## config.mk

```make
export PLATFORM = sky130hd
export DESIGN_NAME = gpod_decide
export DESIGN_NICKNAME = d
export VERILOG_FILES = /design/src/hw/rtl/gpod_pkg.sv /design/src/hw/rtl/gpod_decide.sv
export SDC_FILE = /design/constraint.sdc
export NUM_CORES = 1
export LEC_CHECK = 0
export ABC_AREA = 1
export BUFFER_PORTS_ARGS = -buffer_cell sky130_fd_sc_hd__buf_2
export CAP_MARGIN = 10
export CORE_MARGIN = 5
export CORE_UTILIZATION = 50
export DETAILED_ROUTE_END_ITERATION = 7
export MAX_ROUTING_LAYER = met4
export PLACE_DENSITY = 0.92
export SLEW_MARGIN = 15
export SYNTH_ARGS = -nofsm -noshare
export SYNTH_HDL_FRONTEND = slang
export SYNTH_SLANG_ARGS = --single-unit
```

## constraint.sdc

```tcl
create_clock -name vclk -period 7.5
set_input_delay 0.375 -clock vclk [all_inputs]
set_output_delay 0.375 -clock vclk [all_outputs]
set_load 0.05 [all_outputs]
```

## src/hw/rtl/gpod_pkg.sv

```systemverilog
`default_nettype none

package gpod_pkg;

	localparam int COLOUR_W = 32;
	localparam int GRAY_W   = 8;
	localparam int IDX_W    = 8;
	localparam int COUNT_W  = 9;
	localparam int BAYER_W  = 4;
	localparam int DIFF_W   = 16;

	// item kinds
	localparam logic KIND_PALETTE = 1'b0;
	localparam logic KIND_PIXEL   = 1'b1;

	// register index (paddr[2])
	localparam logic REG_COLOUR_COUNT = 1'b0;

	localparam logic [COUNT_W-1:0] COUNT_RESET = 9'd256;

	// pixel context carried from the read stage into the decision stage
	typedef struct packed {
		logic [IDX_W-1:0]    idx;
		logic [GRAY_W-1:0]   red;
		logic [COLOUR_W-1:0] colour;
		logic [BAYER_W-1:0]  bayer;
		logic                at_low;
		logic                at_high;
	} ctx_t;

	// registered read data of the palette stores
	typedef struct packed {
		logic [COLOUR_W-1:0] colour;
		logic [GRAY_W-1:0]   gray;
		logic [GRAY_W-1:0]   gray_prev;
		logic [GRAY_W-1:0]   gray_next;
	} rd_t;

	// 4x4 bayer threshold in sixteenths
	function automatic logic [BAYER_W-1:0] bayer_lookup(input logic [1:0] y, input logic [1:0] x);
		logic [BAYER_W-1:0] v;
		unique case ({y, x})
			4'b00_00: v = 4'd0;
			4'b00_01: v = 4'd8;
			4'b00_10: v = 4'd2;
			4'b00_11: v = 4'd10;
			4'b01_00: v = 4'd12;
			4'b01_01: v = 4'd4;
			4'b01_10: v = 4'd14;
			4'b01_11: v = 4'd6;
			4'b10_00: v = 4'd3;
			4'b10_01: v = 4'd11;
			4'b10_10: v = 4'd1;
			4'b10_11: v = 4'd9;
			4'b11_00: v = 4'd15;
			4'b11_01: v = 4'd7;
			4'b11_10: v = 4'd13;
			4'b11_11: v = 4'd5;
		endcase
		return v;
	endfunction

endpackage

`default_nettype wire

```

## src/hw/rtl/gpod_decide.sv

```systemverilog
`default_nettype none

module gpod_decide import gpod_pkg::*; (
	input  wire ctx_t              ctx,
	input  wire rd_t               rd,
	output logic [IDX_W-1:0]       new_index
);

	logic                     down;
	logic                     keep;
	logic                     at_end;
	logic                     below;
	logic                     take;
	logic [GRAY_W-1:0]        lower;
	logic [GRAY_W-1:0]        upper;
	logic signed [GRAY_W+1:0] num;
	logic signed [GRAY_W+1:0] den;
	logic signed [DIFF_W-1:0] num_x;
	logic signed [DIFF_W-1:0] den_x;
	logic signed [DIFF_W-1:0] bay_x;
	logic signed [DIFF_W-1:0] prod;
	logic signed [DIFF_W-1:0] diff;

	always_comb begin
		keep   = (ctx.colour[COLOUR_W-1 -: 8] == 8'd0) || (ctx.colour == rd.colour);
		down   = rd.gray > ctx.red;
		at_end = down ? ctx.at_low : ctx.at_high;
		// pick the gray interval the pixel falls into
		lower  = down ? rd.gray_prev : rd.gray;
		upper  = down ? rd.gray : rd.gray_next;
		num    = $signed({2'b00, ctx.red}) - $signed({2'b00, lower});
		den    = $signed({2'b00, upper}) - $signed({2'b00, lower});
		num_x  = DIFF_W'(num);
		den_x  = DIFF_W'(den);
		bay_x  = $signed({{(DIFF_W-BAYER_W){1'b0}}, ctx.bayer});
		prod   = den_x * bay_x;
		diff   = (num_x <<< 4) - prod;
		// num/den < bayer/16, sign of den flips the test
		below  = (den > 0) ? (diff < 0) : (diff > 0);
		take   = (den == 0) || (down ? below : !below);
		if (keep || at_end || !take) begin
			new_index = ctx.idx;
		end else if (down) begin
			new_index = ctx.idx - IDX_W'(1);
		end else begin
			new_index = ctx.idx + IDX_W'(1);
		end
	end

endmodule

`default_nettype wire

```

; ---- Yosys cells after proc, flatten, opt, wreduce, memory -nomap -nowiden
; Index checks and enable logic that the tools add are counted.
[word_totals]
ff_bits = 0
in_bits = 110
output_inout_bits = 8
elab_cells = 26
[op_classes]
addsub = 5
n_mul = 1
n_lt_le_gt_ge = 4
n_eq_ne = 1
muxes = 7
reduce_logical = 8
[ops]
columns = op, count
row1 = 32-bit equality test, 1
row2 = 32-bit logical NOT, 1
row3 = 8-bit 2-to-1 mux, 4
row4 = 8-bit by 8-bit subtractor with 9-bit output, 2
row5 = "15-bit by 1-bit > comparator with 1-bit output, second input constant", 1
row6 = "15-bit by 1-bit less-than comparator with 1-bit output, second input constant", 1
row7 = 13-bit by 14-bit subtractor with 15-bit output, 1
row8 = 9-bit by 5-bit multiplier with 14-bit output, 1
row9 = "9-bit by 1-bit > comparator with 1-bit output, second input constant", 1
row10 = "8-bit by 1-bit adder with 8-bit output, second input constant", 1
row11 = 8-bit > comparator, 1
row12 = 8-bit logical NOT, 1
row13 = "8-bit by 1-bit subtractor with 8-bit output, second input constant", 1
row14 = 1-bit logical OR, 4
row15 = 1-bit 2-to-1 mux, 3
row16 = 1-bit logical NOT, 2

; ---- Longest topological paths before layout
; Gate-level depths: netlist of the first run.
[depth]
depth_word = 13
depth_mapped = 50
ltp_nobuf = 49

; ---- Least setup slack after synthesis of the first run
; Ideal clock, no wire load.
[synth_timing]
path_type = input -> output
from = input ctx[45] in the netlist's numbering
to = output new_index[0]
arrival_ns = 7.331
t_required_ns = 7.125
path_slack_ns = -0.206
stages = 42
path_buffers = 3
cell_sequence = inv_1 ha_1 nand2_1 a21oi_1 nor2_1 nand2_4 nand2_4 buf_8 buf_2 clkbuf_1 o21ai_0 ha_1 inv_1 o21ai_0 a221oi_1 nand2_1 nor2_1 inv_1 [... 6 more ...] fa_1 inv_1 ha_1 a21oi_1 o21a_1 nand2_1 a21boi_0 o21bai_1 a21oi_1 xor2_1 a31oi_1 inv_1 nand2_1 nand3_2 nand3_4 nand2_8 nand2_2 nand2_1
[synth_between]
elab_chain_len = 13
word_cells_on_any_way = 21
cone_classes = add/sub: 3 / mul: 1 / order compare: 4 / mux: 7 / reduce/logical: 6
[synth_lines]
columns = element, line
row1 = from (decl), gpod_decide.sv:4  ; input wire ctx_t ctx,
row2 = 8-bit > comparator, gpod_decide.sv:26  ; down = rd.gray > ctx.red;
row3 = "8-bit 2-to-1 mux, on equally long branches", "gpod_decide.sv:30, gpod_decide.sv:29"
row4 = 8-bit by 8-bit subtractor with 9-bit output, gpod_decide.sv:32  ; den = $signed({2'b00, upper}) - $signed({2'b00, lower});
row5 = 9-bit by 5-bit multiplier with 14-bit output, gpod_decide.sv:36  ; prod = den_x * bay_x;
row6 = 13-bit by 14-bit subtractor with 15-bit output, gpod_decide.sv:37  ; diff = (num_x <<< 4) - prod;
row7 = 15-bit by 1-bit > comparator with 1-bit output or 15-bit by 1-bit less-than comparator with 1-bit output (tied branches), gpod_decide.sv:39  ; below = (den > 0) ? (diff < 0) : (diff > 0);
row8 = 1-bit 2-to-1 mux, gpod_decide.sv:39
row9 = 1-bit logical NOT, gpod_decide.sv:40  ; take = (den == 0) || (down ? below : !below);
row10 = 1-bit 2-to-1 mux, gpod_decide.sv:40
row11 = 1-bit logical OR, gpod_decide.sv:40
row12 = 1-bit logical NOT, gpod_decide.sv:41  ; if (keep || at_end || !take) begin
row13 = 1-bit logical OR, gpod_decide.sv:41
row14 = 8-bit 2-to-1 mux (*), gpod_decide.sv:41
row15 = to (decl), gpod_decide.sv:6  ; output logic [IDX_W-1:0] new_index
; Mark *: on every way between the ends. The rest lies on a longest branch, timed or not.

; ---- Worst setup path in the final report of the first run
[layout_timing]
from = input ctx[41] in the netlist's numbering
to = output new_index[3]
; Same word-level chain as after synthesis.

==> flow_summary.json, run 1 <==
{
  "status": "completed",
  "io_buffers": 118,
  "fp.dieArea_um2": 9600,
  "slew_violations": 0,
  "max-cap-violations": 0,
  "drc": 0,
  "core_um2": 7650,
  "drt_first_pass_iters": 5,
  "synth_top_family_by_area": "simple AND/OR/NAND/NOR gates",
  "initial_utilization_pct": 50.6,
  "place_area_um2": 4720,
  "fmax_mhz": 136,
  "drive_gt1_share_pct": 38.7,
  "hold_violations": 0,
  "cts.hold.buffers_added": 0,
  "synthTopCellsByArea": "ha_1 (17%), fa_1 (15%), inv_1 (14%)",
  "yosysSeqAreaShare_pct": 0,
  "synth_top_area_share_pct": 17.4,
  "required_ns": 7.12,
  "ff_latch_area_um2": 0,
  "grt.overflow.total": 0,
  "layout_common_cells": "inv_1 (124), buf_2 (110), nand2_1 (84)",
  "grt_pass1_vias": 4125,
  "finalWirelength_um": 12100,
  "syn_area_per_cell_um2": 6.57,
  "path_common_cell": "nand2_1",
  "num-fill-cells": 553,
  "die_w_um": 98.0,
  "synth-simple-area-share_pct": 32.6,
  "ys_warn_count": 0,
  "grt_pass1_wl_um": 17300,
  "grt_max_degree": 17,
  "antenna_found_initial": 0,
  "areaGrowthSynthToFinish_pct": 36.2,
  "die_h_um": 98.0,
  "routedWlPerCell_um": 14.5,
  "yosys.area_share.xor_xnor_pct": 11.3,
  "path_buf_inv": 12,
  "arrival_ns": 6.98,
  "ant_nets": 0,
  "startpoint_type": "input port",
  "worstMarginPinSlew_ns": 0.951,
  "viasPerCell": 5.33,
  "synth_area_um2": 3870,
  "syn_nets": 782,
  "final_area_um2": 5280,
  "dp_hpwl_um": 9110,
  "crit_type": "in -> out",
  "setup_viol": 0,
  "postSynthCellCount": 589,
  "cp_max_fo": 8,
  "muxShareOfSynthArea_pct": 0,
  "synth_compound_area_share_pct": 8.85,
  "whs_ns": 1.10,
  "drt_iter0_drc": 264,
  "cpPeakStageDelay_ns": 0.55,
  "nets": 929,
  "worst_path_max_delay_cell": "fa_1",
  "period_share_pct": 98.1,
  "min_period_ns": 7.35,
  "synth_cell_type_count": 39,
  "min_path_type": "in -> out",
  "num_io_pins": 118,
  "n_clock_buffer": 0,
  "gp_congestion": 0.908,
  "vias": 4459,
  "final_common_cell": "inv_1",
  "synthAdderAreaFrac_pct": 32.4,
  "cp_top_family": "adder cells",
  "grt_usage_pct": 21.3,
  "relSlewSlack_pct": 36.6,
  "crit_path_end_kind": "output pin",
  "core.rowCount": 32,
  "multi_input_area_um2": 3670,
  "diodes": 0,
  "yosysTopAreaCell": "ha_1",
  "seq_cells": 0
}
==> synthesized netlist by cell type (2+ instances only) <==
master and instances:
a21oi_1 25, a31oi_1 3, fa_1 29, ha_1 54, inv_1 143, inv_2 3, nand2_1 102, nand2_2 26
nand2_4 8, nand3_1 36, nand3_2 4, nand3b_1 2, nand4_1 8, nand4_4 2, nor2_1 44, nor2_4 3
nor3_1 4, nor4_1 4, o21ai_0 19, o21bai_1 3, xnor2_1 36, xor2_1 14
==> what timing repair did <==
item	CTS	global route
pin swaps	1	33
setup endpoints to repair	8	8
gates cloned	0	3
buffers inserted	0	11
resized for setup	18	104
==> final cells by class <==
cell class / count / share of cell area [%]
inverter: 146 / 10.5
timing repair buffer: 147 / 17.5
tap: 102 / 2.42
multi-input combinational: 441 / 69.6
==> routing by layer <==
| layer | part of all wire [%] | track usage [%] |
|---|---|---|
| met1 | 37 | 24.1 |
| met2 | 51 | 39.6 |
| met3 | 8.0 | 2.21 |
| met4 | 4.9 | 5.86 |
| met5 | 0 | - |
==> final timing paths <==
check	from	cells after the start	to	slack [ns]
hold / removal	ctx[51]	4	new_index[5]	1.10
setup / recovery	ctx[41]	44	new_index[3]	0.15
==> logic make-up (layout without fill, tap and decap cells) <==
| logic type | Yosys count | in the layout |
|---|---|---|
| XOR/XNOR | 50 | 50 |
| AND/OR/NAND/NOR | 248 | 249 |
| AO/OA/AOI/OAI | 59 | 59 |
| buffers and inverters | 149 | 293 |
| adder cells (fa/ha/maj) | 83 | 83 |
==> worst min-delay path, cell delays in order <==
cell and delay (ns):
buf_2 0.10, nand2_2 0.05, nand2_2 0.05, buf_6 0.14
==> metrics by stage <==
step | cells | setup TNS [ns] | worst slack [ns] | utilization [%]
6_report | 836 | 0 | 0.146 | 69.0
4_1_cts | 822 | 0 | 0.00188 | 62.4
2_1_floorplan | 589 | 0 | 0.00922 | -
3_3_place_gp | 822 | 0 | 0.103 | 61.7
3_5_place_dp | 822 | -1.46 | -0.192 | 61.7
5_1_grt | 836 | -1.38 | -0.191 | 69.0
Power of run 1 is not shown: default switching activity piles up to over one toggle a cycle in this logic, so the estimate is an artifact.
==> inputs of run 2 (changes only) <==
--- a/config.mk
+++ b/config.mk
@@ -8,7 +8,7 @@
 export ABC_AREA = 1
 export BUFFER_PORTS_ARGS = -buffer_cell sky130_fd_sc_hd__buf_2
 export CAP_MARGIN = 10
-export CORE_MARGIN = 5
+export CORE_MARGIN = 2
 export CORE_UTILIZATION = 50
 export DETAILED_ROUTE_END_ITERATION = 7
 export MAX_ROUTING_LAYER = met4
==> flow_summary.json, run 2 (same netlist as run 1, synthesis figures left out) <==
{
  "status": "complete, but fails checks",
  "violations": "negative setup slack",
  "viasPerCell": 5.49,
  "grt_usage_pct": 23.5,
  "antenna_found_initial": 0,
  "initial_utilization_pct": 50.9,
  "dp.cells": 821,
  "crit_path_end_kind": "output pin",
  "startpoint_type": "input port",
  "finalWirelength_um": 13400,
  "drt_first_pass_iters": 5,
  "cts.hold.buffers_added": 0,
  "core.rowCount": 32,
  "hold_depth": 4,
  "die_h_um": 92.0,
  "cp_max_fo": 8,
  "tns_ns": -0.274,
  "ff_latch_area_um2": 0,
  "drive_gt1_share_pct": 40.7,
  "crit_type": "in -> out",
  "setup_viol": 8,
  "num-fill-cells": 533,
  "dp_hpwl_um": 8660,
  "path_common_cell": "nand2_1",
  "ant_nets": 0,
  "grt_pass1_vias": 4004,
  "arrival_ns": 7.18,
  "grt.overflow.total": 0,
  "max-cap-violations": 0,
  "whs_ns": 1.12,
  "core_um2": 7610,
  "n_clock_buffer": 0,
  "worst-path-stages": 45,
  "grt_pass1_wl_um": 16400,
  "grt_max_degree": 15,
  "period_share_pct": 101,
  "path_buf_inv": 9,
  "areaGrowthSynthToFinish_pct": 40.6,
  "drt_iter0_drc": 366,
  "min_period_ns": 7.56,
  "nets": 932,
  "timing.final.ws_setup_ns": -0.0566,
  "gp_congestion": 0.962,
  "routedWlPerCell_um": 15.9,
  "layout_common_cells": "inv_1 (122), buf_2 (107), nand2_1 (79)",
  "required_ns": 7.12,
  "worst_path_max_delay_cell": "fa_1",
  "relSlewSlack_pct": 37.2,
  "stdcell_count": 839,
  "vias": 4610,
  "fmax_mhz": 132,
  "cpPeakStageDelay_ns": 0.54,
  "io_buffers": 118,
  "seq_cells": 0,
  "fp.dieArea_um2": 8460,
  "post-place-ws_ns": -0.249,
  "cp_top_family": "adder cells",
  "multi_input_area_um2": 3840,
  "hold_violations": 0,
  "diodes": 0,
  "num_io_pins": 118,
  "slew_violations": 0,
  "die_w_um": 92.0,
  "min_path_type": "in -> out",
  "drc": 0,
  "worstMarginPinSlew_ns": 0.941,
  "final_common_cell": "inv_1"
}
## run 2: metrics by stage
step	util, %	cell area, µm²
3_5_place_dp	61.9	4710
4_1_cts	62.6	4760
2_1_floorplan	-	3890
6_report	71.6	5440
3_3_place_gp	61.9	4710
5_1_grt	71.6	5440
## run 2: layer usage
layer | vias up | share of wire, % | global-route usage (%)
met4 | 0 | 3.5 | 2.61
met2 | 295 | 53 | 46.1
met1 | 2133 | 35 | 26.3
met3 | 58 | 8.9 | 2.55
met5 | - | 0 | -
li1 | 2124 | - | -
## run 2: layout make-up
cell class	count	share of cell area [%]
tap	102	2.34
timing repair buffer	149	16.9
inverter	146	10.2
multi-input combinational	442	70.5
## run 2: worst paths after layout
kind / start / endpoint
worst min-delay path: ctx[51] / new_index[5]
worst max-delay path: rd[17] / new_index[4]
## run 2: what timing repair did
item / in CTS / in global routing
endpoints found under the setup margin: 8 / 8
buffers inserted: 0 / 15
gates resized for setup: 20 / 136
pin swaps: 1 / 50
cloned: 0 / 3
Power of run 2 is left out for the same reason.
